**config.mk**
```make
export PLATFORM = sky130hd
export DESIGN_NAME = servo_status_packet_parser_core
export DESIGN_NICKNAME = d
export VERILOG_FILES = /design/src/sspp_pkg.sv /design/src/servo_status_packet_parser_core.sv /design/src/sspp_engine.sv
export SDC_FILE = /design/constraint.sdc
export NUM_CORES = 1
export LEC_CHECK = 0
export ABC_AREA = 1
export BUFFER_PORTS_ARGS = -buffer_cell sky130_fd_sc_hd__buf_2
export CELL_PAD_IN_SITES_DETAIL_PLACEMENT = 1
export CELL_PAD_IN_SITES_GLOBAL_PLACEMENT = 1
export CORE_MARGIN = 4
export CORE_UTILIZATION = 48
export DETAILED_ROUTE_END_ITERATION = 10
export GPL_TIMING_DRIVEN = 0
export PLACE_DENSITY = 0.89
export SYNTH_ARGS = -nofsm -noshare
export SYNTH_HDL_FRONTEND = slang
export SYNTH_SLANG_ARGS = --single-unit
```
**constraint.sdc**
```tcl
create_clock -name clk -period 9.9 [get_ports clk]
set_input_delay 0.99 -clock clk [delete_from_list [all_inputs] [get_ports clk]]
set_output_delay 0.99 -clock clk [all_outputs]
set_load 0.02 [all_outputs]
```
**src/sspp_pkg.sv**
```systemverilog
// ----------------------------------------------------------------------------
// Servo status packet parser package
// Result codes, register indexes and the result word shared by the parser.
// ----------------------------------------------------------------------------
package sspp_pkg;

	localparam logic [7:0] MARK_BYTE   = 8'hFF;
	localparam logic [7:0] MAX_ID      = 8'hFD;
	localparam logic [7:0] HDR_LEN_MIN = 8'd2;
	localparam logic [7:0] MAX_PAYLOAD_RST = 8'd253;
	localparam logic [7:0] ALARM_MASK_RST  = 8'h5A;

	// Configuration register indexes.
	localparam logic REG_MAX_PAYLOAD = 1'b0;
	localparam logic REG_ALARM_MASK  = 1'b1;

	typedef enum logic [2:0] {
		KIND_PAYLOAD  = 3'd0,
		KIND_GOOD     = 3'd1,
		KIND_CHECKSUM = 3'd2,
		KIND_BAD_HDR  = 3'd3,
		KIND_TOO_LONG = 3'd4,
		KIND_ABORTED  = 3'd5
	} kind_t;

	typedef struct packed {
		kind_t      kind;
		logic [7:0] payload_byte;
		logic [7:0] payload_index;
		logic [7:0] packet_id;
		logic [7:0] device_status;
		logic [7:0] payload_length;
		logic       alarm;
	} result_t;

endpackage

```
**src/servo_status_packet_parser_core.sv**
```systemverilog
// A result is registered and appears on the output in the cycle after the word that causes it.
// Throughput: one received word per cycle; the next word is taken while a result
// waits, as long as the output register is free or being drained in that cycle.
// Reset clears the packet state, the output valid flag and sets the registers
// to max_payload 253 and alarm_mask 0x5A; no clearing pass is needed.
// ----------------------------------------------------------------------------
// Servo status packet parser core
// Parses status packets from a half-duplex servo bus, one received word at a
// time, and reports payload words and a final packet status.
// ----------------------------------------------------------------------------
module servo_status_packet_parser_core (
	input  logic       clk,
	input  logic       arst_n,
	input  logic       in_valid,
	output logic       in_ready,
	input  logic [7:0] rx_byte,
	input  logic       abort,
	output logic       out_valid,
	input  logic       out_ready,
	output logic [2:0] kind,
	output logic [7:0] payload_byte,
	output logic [7:0] payload_index,
	output logic [7:0] packet_id,
	output logic [7:0] device_status,
	output logic [7:0] payload_length,
	output logic       alarm,
	input  logic       cfg_valid,
	output logic       cfg_ready,
	input  logic       cfg_index,
	input  logic [7:0] cfg_data
);

	logic [7:0] max_payload_q;
	logic [7:0] alarm_mask_q;
	logic       out_valid_q;
	sspp_pkg::result_t out_q;
	sspp_pkg::result_t res;
	logic       res_valid;
	logic       in_take;

	assign cfg_ready = 1'b1;
	assign in_ready  = !out_valid_q || out_ready;
	assign in_take   = in_valid && in_ready;

	sspp_engine u_engine (
		.clk         (clk),
		.arst_n      (arst_n),
		.step        (in_take),
		.rx_byte     (rx_byte),
		.abort       (abort),
		.max_payload (max_payload_q),
		.alarm_mask  (alarm_mask_q),
		.res_valid   (res_valid),
		.res         (res)
	);

	always_ff @(posedge clk or negedge arst_n) begin
		if (!arst_n) begin
			max_payload_q <= sspp_pkg::MAX_PAYLOAD_RST;
			alarm_mask_q  <= sspp_pkg::ALARM_MASK_RST;
		end else if (cfg_valid) begin
			unique case (cfg_index)
				sspp_pkg::REG_MAX_PAYLOAD: max_payload_q <= cfg_data;
				sspp_pkg::REG_ALARM_MASK:  alarm_mask_q  <= cfg_data;
				default: ;
			endcase
		end
	end

	always_ff @(posedge clk or negedge arst_n) begin
		if (!arst_n) begin
			out_valid_q <= 1'b0;
		end else if (in_take && res_valid) begin
			out_valid_q <= 1'b1;
		end else if (out_ready) begin
			out_valid_q <= 1'b0;
		end
	end

	always_ff @(posedge clk) begin
		if (in_take && res_valid) begin
			out_q <= res;
		end
	end

	assign out_valid      = out_valid_q;
	assign kind           = out_q.kind;
	assign payload_byte   = out_q.payload_byte;
	assign payload_index  = out_q.payload_index;
	assign packet_id      = out_q.packet_id;
	assign device_status  = out_q.device_status;
	assign payload_length = out_q.payload_length;
	assign alarm          = out_q.alarm;

	a_load_shows: assert property (@(posedge clk) disable iff (!arst_n)
		(in_take && res_valid) |=> out_valid_q)
		else $error("result word was lost");

	a_no_overwrite: assert property (@(posedge clk) disable iff (!arst_n)
		(out_valid_q && !out_ready) |-> !in_take)
		else $error("input taken while output word is stalled");

	a_drain: assert property (@(posedge clk) disable iff (!arst_n)
		(out_valid_q && out_ready && !(in_take && res_valid)) |=> !out_valid_q)
		else $error("result word repeated");

endmodule

```
**src/sspp_engine.sv**
```systemverilog
// ----------------------------------------------------------------------------
// Servo status packet parser engine
// Holds the packet state and works out the result word for one received word.
// ----------------------------------------------------------------------------
module sspp_engine (
	input  logic              clk,
	input  logic              arst_n,
	input  logic              step,
	input  logic [7:0]        rx_byte,
	input  logic              abort,
	input  logic [7:0]        max_payload,
	input  logic [7:0]        alarm_mask,
	output logic              res_valid,
	output sspp_pkg::result_t res
);

	typedef enum logic [1:0] {
		PH_HEADER  = 2'd0,
		PH_PAYLOAD = 2'd1,
		PH_CHECK   = 2'd2
	} phase_t;

	phase_t     phase_q, phase_d;
	logic [2:0] hdr_cnt_q, hdr_cnt_d;
	logic       hdr_bad_q, hdr_bad_d;
	logic [7:0] id_q, id_d;
	logic [7:0] len_q, len_d;
	logic [7:0] stat_q, stat_d;
	logic [7:0] sum_q, sum_d;
	logic [7:0] cnt_q, cnt_d;

	logic [7:0] plen_q;
	logic [7:0] plen_d;
	logic [7:0] cnt_inc;
	logic       info;
	sspp_pkg::kind_t kind_c;
	logic [7:0] byte_c, index_c, plen_c;

	assign plen_q  = len_q - sspp_pkg::HDR_LEN_MIN;
	assign plen_d  = len_d - sspp_pkg::HDR_LEN_MIN;
	assign cnt_inc = cnt_q + 8'd1;

	always_comb begin
		phase_d   = phase_q;
		hdr_cnt_d = hdr_cnt_q;
		hdr_bad_d = hdr_bad_q;
		id_d      = id_q;
		len_d     = len_q;
		stat_d    = stat_q;
		sum_d     = sum_q;
		cnt_d     = cnt_q;
		res_valid = 1'b0;
		info      = 1'b0;
		kind_c    = sspp_pkg::KIND_ABORTED;
		byte_c    = 8'd0;
		index_c   = 8'd0;
		plen_c    = 8'd0;
		if (abort) begin
			phase_d   = PH_HEADER;
			hdr_cnt_d = 3'd0;
			hdr_bad_d = 1'b0;
			res_valid = 1'b1;
		end else begin
			unique case (phase_q)
				PH_PAYLOAD: begin
					sum_d     = sum_q + rx_byte;
					cnt_d     = cnt_inc;
					if (cnt_inc >= plen_q) begin
						phase_d = PH_CHECK;
					end
					res_valid = 1'b1;
					info      = 1'b1;
					kind_c    = sspp_pkg::KIND_PAYLOAD;
					byte_c    = rx_byte;
					index_c   = cnt_q;
					plen_c    = plen_q;
				end
				PH_CHECK: begin
					phase_d   = PH_HEADER;
					hdr_cnt_d = 3'd0;
					hdr_bad_d = 1'b0;
					res_valid = 1'b1;
					info      = 1'b1;
					if (~sum_q == rx_byte) begin
						kind_c = sspp_pkg::KIND_GOOD;
						plen_c = plen_q;
					end else begin
						kind_c = sspp_pkg::KIND_CHECKSUM;
					end
				end
				default: begin
					// Header gathering; the unused phase code lands here as well.
					unique case (hdr_cnt_q)
						3'd0, 3'd1: begin
							if (rx_byte != sspp_pkg::MARK_BYTE) begin
								hdr_bad_d = 1'b1;
							end
						end
						3'd2: begin
							id_d = rx_byte;
							if (rx_byte > sspp_pkg::MAX_ID) begin
								hdr_bad_d = 1'b1;
							end
						end
						3'd3: begin
							len_d = rx_byte;
							if (rx_byte < sspp_pkg::HDR_LEN_MIN) begin
								hdr_bad_d = 1'b1;
							end
						end
						default: begin
							stat_d = rx_byte;
						end
					endcase
					phase_d = PH_HEADER;
					if (hdr_cnt_q < 3'd4) begin
						hdr_cnt_d = hdr_cnt_q + 3'd1;
					end else if (hdr_bad_d) begin
						hdr_cnt_d = 3'd0;
						hdr_bad_d = 1'b0;
						res_valid = 1'b1;
						info      = 1'b1;
						kind_c    = sspp_pkg::KIND_BAD_HDR;
					end else if (plen_d > max_payload) begin
						hdr_cnt_d = 3'd0;
						hdr_bad_d = 1'b0;
						res_valid = 1'b1;
						info      = 1'b1;
						kind_c    = sspp_pkg::KIND_TOO_LONG;
					end else begin
						sum_d     = id_d + len_d + stat_d;
						cnt_d     = 8'd0;
						hdr_cnt_d = 3'd0;
						hdr_bad_d = 1'b0;
						phase_d   = (plen_d == 8'd0) ? PH_CHECK : PH_PAYLOAD;
					end
				end
			endcase
		end
	end

	always_comb begin
		res.kind           = kind_c;
		res.payload_byte   = byte_c;
		res.payload_index  = index_c;
		res.packet_id      = info ? id_d : 8'd0;
		res.device_status  = info ? stat_d : 8'd0;
		res.payload_length = plen_c;
		res.alarm          = info && ((stat_d & alarm_mask) != 8'd0);
	end

	always_ff @(posedge clk or negedge arst_n) begin
		if (!arst_n) begin
			phase_q   <= PH_HEADER;
			hdr_cnt_q <= 3'd0;
			hdr_bad_q <= 1'b0;
			id_q      <= 8'd0;
			len_q     <= 8'd0;
			stat_q    <= 8'd0;
			sum_q     <= 8'd0;
			cnt_q     <= 8'd0;
		end else if (step) begin
			phase_q   <= phase_d;
			hdr_cnt_q <= hdr_cnt_d;
			hdr_bad_q <= hdr_bad_d;
			id_q      <= id_d;
			len_q     <= len_d;
			stat_q    <= stat_d;
			sum_q     <= sum_d;
			cnt_q     <= cnt_d;
		end
	end

	a_hdr_cnt_range: assert property (@(posedge clk) disable iff (!arst_n)
		hdr_cnt_q <= 3'd4)
		else $error("header count out of range");

	a_abort_result: assert property (@(posedge clk) disable iff (!arst_n)
		abort |-> (res_valid && res.kind == sspp_pkg::KIND_ABORTED
			&& res.packet_id == 8'd0 && !res.alarm))
		else $error("abort did not give an aborted result");

	a_payload_result: assert property (@(posedge clk) disable iff (!arst_n)
		(!abort && phase_q == PH_PAYLOAD) |->
			(res_valid && res.kind == sspp_pkg::KIND_PAYLOAD && res.payload_byte == rx_byte))
		else $error("payload word did not pass through");

	a_header_quiet: assert property (@(posedge clk) disable iff (!arst_n)
		(!abort && phase_q != PH_PAYLOAD && phase_q != PH_CHECK && hdr_cnt_q < 3'd4)
			|-> !res_valid)
		else $error("result during header gathering");

endmodule

```
==> Word level (Yosys, flattened, before mapping) <==
Cells that the tools add are included.
{ "word_totals": {"reg_bits": 107, "in_bits": 23, "out_inout_bits": 47, "elab_cells": 123} }
{ "op_classes": {"addsub": 7, "n_lt_le_gt_ge": 5, "eq_ne": 12, "mux": 57, "n_bitwise": 6, "n_reduce_logical": 18} }
{ "ops": {"columns": ["op", "count"], "rows": [
  ["2-to-1 mux 8 bit", 22],
  ["case mux 8 bit (2 select lines)", 3],
  ["adder 8 bit", 3],
  ["2-to-1 mux 1 bit", 16],
  ["subtractor 8 x 2 -> 8 bit (second input constant)", 2],
  ["2-to-1 mux 2 bit", 7],
  ["2-to-1 mux 3 bit", 4],
  ["case mux 3 bit (2 select lines)", 2],
  ["adder 8 x 1 -> 8 bit (second input constant)", 1],
  ["bitwise AND 8 bit", 1],
  ["== test 8 bit", 1],
  [">= comparator 8 bit", 1],
  ["> comparator 8 bit", 1],
  ["> comparator 8 bit (second input constant)", 1],
  ["zero test 8 bit", 1],
  ["< comparator 8 x 2 -> 1 bit (second input constant)", 1],
  ["inequality test 2 bit (second input constant)", 4],
  ["inequality test 8 bit (second input constant)", 1],
  ["NOT 8 bit", 1],
  ["AND reduction 2 bit", 4],
  ["nonzero test 8 bit", 1],
  ["== test 3 x 2 -> 1 bit (second input constant)", 2],
  ["AND reduction 6 bit", 1],
  ["OR reduction 2 bit", 3],
  ["16 further kinds", 21]
]} }

==> Longest topological paths before layout <==
{ "logic_depth": {"ltp_word": 15, "mapped_depth": 25, "ltp_nobuf": 24} }

==> Hierarchy <==
A second synthesis with hierarchy kept.
{ "unflattened": {"hier_cells": 819, "area_unflattened_um2": 6635.1} }
{ "modules_own_cells": {"columns": ["module", "instances", "cells_per_inst", "area_per_inst_um2"], "rows": [
  ["sspp_engine", 1, 694, 4569.4],
  ["servo_status_packet_parser_core", 1, 125, 2065.7]
]} }

==> Least setup slack after synthesis <==
Ideal clock, no wire load.
{ "synth_path": {"path_kind": "input to register", "startpoint": "input port abort", "endpoint": "register out_q (netlist bit alarm), enable pin", "setup_ns": 0.398, "t_arrival_ns": 3.605, "required_ns": 9.502, "setup_slack_ns": 5.897, "stages": 18, "path_cell_list": "nor2_4 nand3_1 nand2_2 nand3_4 inv_1 nand2_2 xor2_1 ha_1 nand2_1 nor2_1 nand2_1 nand2_1 nand2_1 inv_1 o21ai_1 nand3_1 nand2_1 inv_1"} }
{ "synth_via": {"elab_chain_cells": 9} }
{ "synth_rtl": {"columns": ["item", "line", "rtl"], "rows": [
  ["from (decl)", "servo_status_packet_parser_core.sv:17", "input logic abort,"],
  ["2-to-1 mux 8 bit", "sspp_engine.sv:58", "if (abort) begin"],
  ["subtractor 8 x 2 -> 8 bit", "sspp_engine.sv:40", "assign plen_d = len_d - sspp_pkg::HDR_LEN_MIN;"],
  ["> comparator 8 bit", "sspp_engine.sv:124", "end else if (plen_d > max_payload) begin"],
  ["2-to-1 mux 1 bit", "sspp_engine.sv:124", null],
  ["2-to-1 mux 1 bit", "sspp_engine.sv:118", "end else if (hdr_bad_d) begin"],
  ["2-to-1 mux 1 bit", "sspp_engine.sv:116", "if (hdr_cnt_q < 3'd4) begin"],
  ["2-to-1 mux 1 bit", "sspp_engine.sv:64", "unique case (phase_q)"],
  ["2-to-1 mux 1 bit *", "sspp_engine.sv:58", null],
  ["logical AND 1 bit *", "servo_status_packet_parser_core.sv:81", "if (in_take && res_valid) begin"],
  ["to (signal assigned)", "servo_status_packet_parser_core.sv:82", "out_q <= res;"],
  ["to (decl)", "servo_status_packet_parser_core.sv:36", "sspp_pkg::result_t out_q;"]
]} }
Mark *: on every way between the ends. The rest lies on a longest branch, timed or not.
A chain may end at the register's enable or synchronous reset.

==> Worst setup path in the final report <==
{ "layout_path": {"startpoint": "register u_engine.phase_q[0]", "endpoint": "register out_q (netlist bit device_status[3]), enable pin"} }
{ "layout_via": {"elab_chain_cells": 12} }
{ "layout_rtl": {"columns": ["item", "line", "rtl"], "rows": [
  ["from (decl)", "sspp_engine.sv:23", "phase_t phase_q, phase_d;"],
  ["from (signal assigned)", "sspp_engine.sv:163", "phase_q <= phase_d;"],
  ["== test 2 x 1 -> 1 bit / == test 2 bit (equally long branches)", "sspp_engine.sv:64", null],
  ["OR reduction 2 bit (no source line) *", null, null],
  ["2-to-1 mux 8 bit", "sspp_engine.sv:64", null],
  ["2-to-1 mux 8 bit", "sspp_engine.sv:58", null],
  ["subtractor 8 x 2 -> 8 bit", "sspp_engine.sv:40", null],
  ["> comparator 8 bit", "sspp_engine.sv:124", null],
  ["2-to-1 mux 1 bit", "sspp_engine.sv:124", null],
  ["2-to-1 mux 1 bit", "sspp_engine.sv:118", null],
  ["2-to-1 mux 1 bit", "sspp_engine.sv:116", null],
  ["2-to-1 mux 1 bit *", "sspp_engine.sv:64", null],
  ["2-to-1 mux 1 bit *", "sspp_engine.sv:58", null],
  ["logical AND 1 bit *", "servo_status_packet_parser_core.sv:81", null]
]} }
Marks and branches as above.

==> flow_summary.toml <==
[run_status]
status = "complete, no violations"

[detailed_routing]
viasPerCell = 5.513
wl_per_cell_um = 18.33
drt-initial-drc-count = 365
first_pass_iters = 5
vias = 5910
ant_nets = 0
drc = 0
drt-total-wl_um = 19660

[die]
core_sq_um = 13450
io_pins = 70
dieArea_sq_um = 15920
die_x_um = 126.2
num_rows = 42
start_util_pct = 49.82
die_h_um = 126.2

[critical_path]
r2r-start = "u_engine.phase_q[0]"
rrSetupSlack_ns = 5.79
r2r-end = "device_status[3]"
cp_slowest_stage_delay_ns = 0.38
crit_top_cell = "nand2_1"
critPathTopFamily = "simple AND/OR/NAND/NOR gates"
crit_path_cell_trace = "inv_1 > ha_1 > inv_2 > nor2_4 > nand3_1 > nand2_2 > nand3_4 > inv_1 > nand2_2 > xor2_1 > ha_1 > nand2_1 > nor2_1 > nand2_1 > nand2_1 > nand2_1 > inv_1 > o21ai_1 > nand3_1 > nand2_1 > inv_2 > buf_12"
cp-end-kind = "flip-flop"
crit_buf_inv = 6
worstPathRequired_ns = 9.95
worstSetupStartpointType = "flip-flop"
r2r_cells = 22
worstPathArrival_ns = 4.16
slowest_stage = "ha_1"
path_class = "reg2reg"
worstPathMaxFanout = 29

[run]
cap_viol_max_count = 0

[timing]
tns_ns = 0
hold_viol = 0
report.final.slew_viol_count = 0
setup_viol = 0
fmax_mhz = 243.6
fin_crit_sh_pct = 41.47
relSlewSlack_pct = 40.47
skew_ns = 0.007648
max_slew.worst_pin.slew_ns = 0.8930
rsz0062_at_grt = "no"
finalCriticalPeriod_ns = 4.106

[global_routing]
overflow = 0
grt_pass1_vias = 6110
grt_pass1_wl_um = 31840
track_usage_pct = 25.18
grt_max_degree = 64
antenna_found_initial = 0

[final_layout]
n_fill_cell = 1710
drive_gt1_share_pct = 16.96
seqCellArea_sq_um = 2912
diodes = 0
multi_input_comb_area_sq_um = 3218
area_growth_pct = 13.44
fin_nets = 960
final_cells = 1072

[synth]
yosysSeqAreaShare_pct = 43.44
synthTopCellsByArea = "edfxtp_1 20%, dfrtp_1 19%, nand2_1 12%, ha_1 7.3%, o21ai_0 6.0%"
synth_common_cells = "212 x nand2_1, 98 x inv_1, 80 x o21ai_0"
synth_edf_count = 44
ys_types = 50
synth_largest_area_cell = "edfxtp_1"
synth.most_common_cell = "nand2_1"
syn-num-nets = 880
syn_area_sq_um = 6703
yosysTopAreaCellShare_pct = 19.71
syn_inst = 811
yosys_warnings = 0
synth.avg_cell_area_sq_um = 8.265
synthFlopType = "dfrtp_1"
ys_async_sr_fraction_pct = 58.88
synth_seq_cells = 107

[clocking]
hold_buffers = 0
cts_root_buffer = "clkbuf_16"
clock_latency_ns = 0.36
htreeDepth = 3
cts_sinks = 107
cts_resized = 0
cts_made_buffers = 9
cts_setup_buffers = 0
cts_tree = "done"
cts_buffer_depth = 2
path_clk_slew_ns = 0.07

[worst_hold_path]
hold_path.startpoint = "u_engine.sum_q[5]"
whs_path_depth = 2
holdPathEnd = "u_engine.sum_q[5]"
hold_path.class = "reg2reg"

[pwr]
p_switching_w = 0.0009530
ir_worst_vdd_mv = 0.1186
seq_power_share_pct = 29.0
pwr-share-comb_pct = 52.5
p_leak_nw = 3.715
intPower_w = 0.001158
swShare_pct = 45.15
power_density_nw_per_um2 = 277.6
p_clk_share_pct = 18.6

[place]
dpl.cell_count = 1056
io_buffer_count = 68
place.gp.congestion = 0.8922
dp_hpwl_um = 15010
-- worst max-delay path by stage --
| stage | to | slack, ns | startpoint | depth (start not counted) |
|---|---|---|---|---|
| global placement | payload_byte[4] | 4.90 | abort | 19 |
| detailed placement | packet_id[1] | 5.60 | abort | 20 |
| floorplan | alarm | 5.90 | abort | 18 |
| CTS | device_status[2] | 5.77 | u_engine.phase_q[1] | 21 |
| finish | device_status[3] | 5.79 | u_engine.phase_q[0] | 22 |
| global route | packet_id[1] | 5.47 | u_engine.phase_q[1] | 21 |
-- power groups by stage --
stage | Combinational, W | Clock (W) | Sequential, W
finish | 0.00111 | 0.000392 | 0.000611
detailed placement | 0.00107 | 0 | 0.000618
floorplan | 0.000761 | 0 | 0.000613
global route | 0.00124 | 0.000418 | 0.000623
global placement | 0.000997 | 0 | 0.000615
CTS | 0.00110 | 0.000398 | 0.000611
-- layout by cell type, fill, tap and decap left out, drive strengths merged, types with 22 or more instances in the layout --
cell type / instances
nand2: 228
buf: 84
inv: 105
edfxtp: 44
dfrtp: 52
a21oi: 22
o21ai: 94
nand3: 54
nor2: 64
ha: 39
-- per-stage QoR --
step                      hold WS, ns  total power (W)  setup WS, ns  util (%)  instance area [sq um]
after CTS                      0.4912         0.002113         5.772     56.52                   7604
after floorplan                0.4528         0.001374         5.897         -                   6703
after detailed placement       0.4727         0.001688         5.603     54.16                   7286
after global placement         0.4684         0.001612         4.897     53.99                   7263
after global routing           0.5070         0.002281         5.467     56.52                   7604
final                          0.4847         0.002111         5.794     56.52                   7604
-- cell type report --
| type | instances | share of cell area (%) |
|---|---|---|
| Clock buffer | 10 | 3.011 |
| Clock inverter | 6 | 1.168 |
| Tap cell | 176 | 2.896 |
| Sequential cell | 107 | 38.29 |
| Buffer | 23 | 2.254 |
| Timing Repair Buffer | 69 | 4.772 |
| Multi-Input combinational cell | 576 | 42.32 |
| Inverter | 105 | 5.282 |
-- logic make-up (layout without fill, tap and decap cells) --
group	Yosys count	count (layout)	share of synthesized area [%]
mux	4	4	0.5974
simple gates	379	379	25.03
buf+inv	128	213	8.549
flops	107	107	43.44
compound gates	128	128	10.60
xor+xnor	18	18	2.352
other cells	1	1	0.05595
fa+ha+maj	46	46	9.371
-- per-layer routing --
| layer | vias to the layer above | GRT usage [%] | routed length (um) |
|---|---|---|---|
| met4 | 0 | 7.697 | 460 |
| met1 | 2923 | 31.40 | 8318 |
| met3 | 33 | 4.953 | 894 |
| met2 | 143 | 44.19 | 9982 |
| met5 | - | 0 | 0 |
| li1 | 2811 | - | - |
-- worst min-delay path, stage by stage, from the launching register on --
cell and delay [ns]:
dfrtp_1 0.35, nand2_1 0.06, nand2_1 0.05
Power figures use the tool's default switching activity.
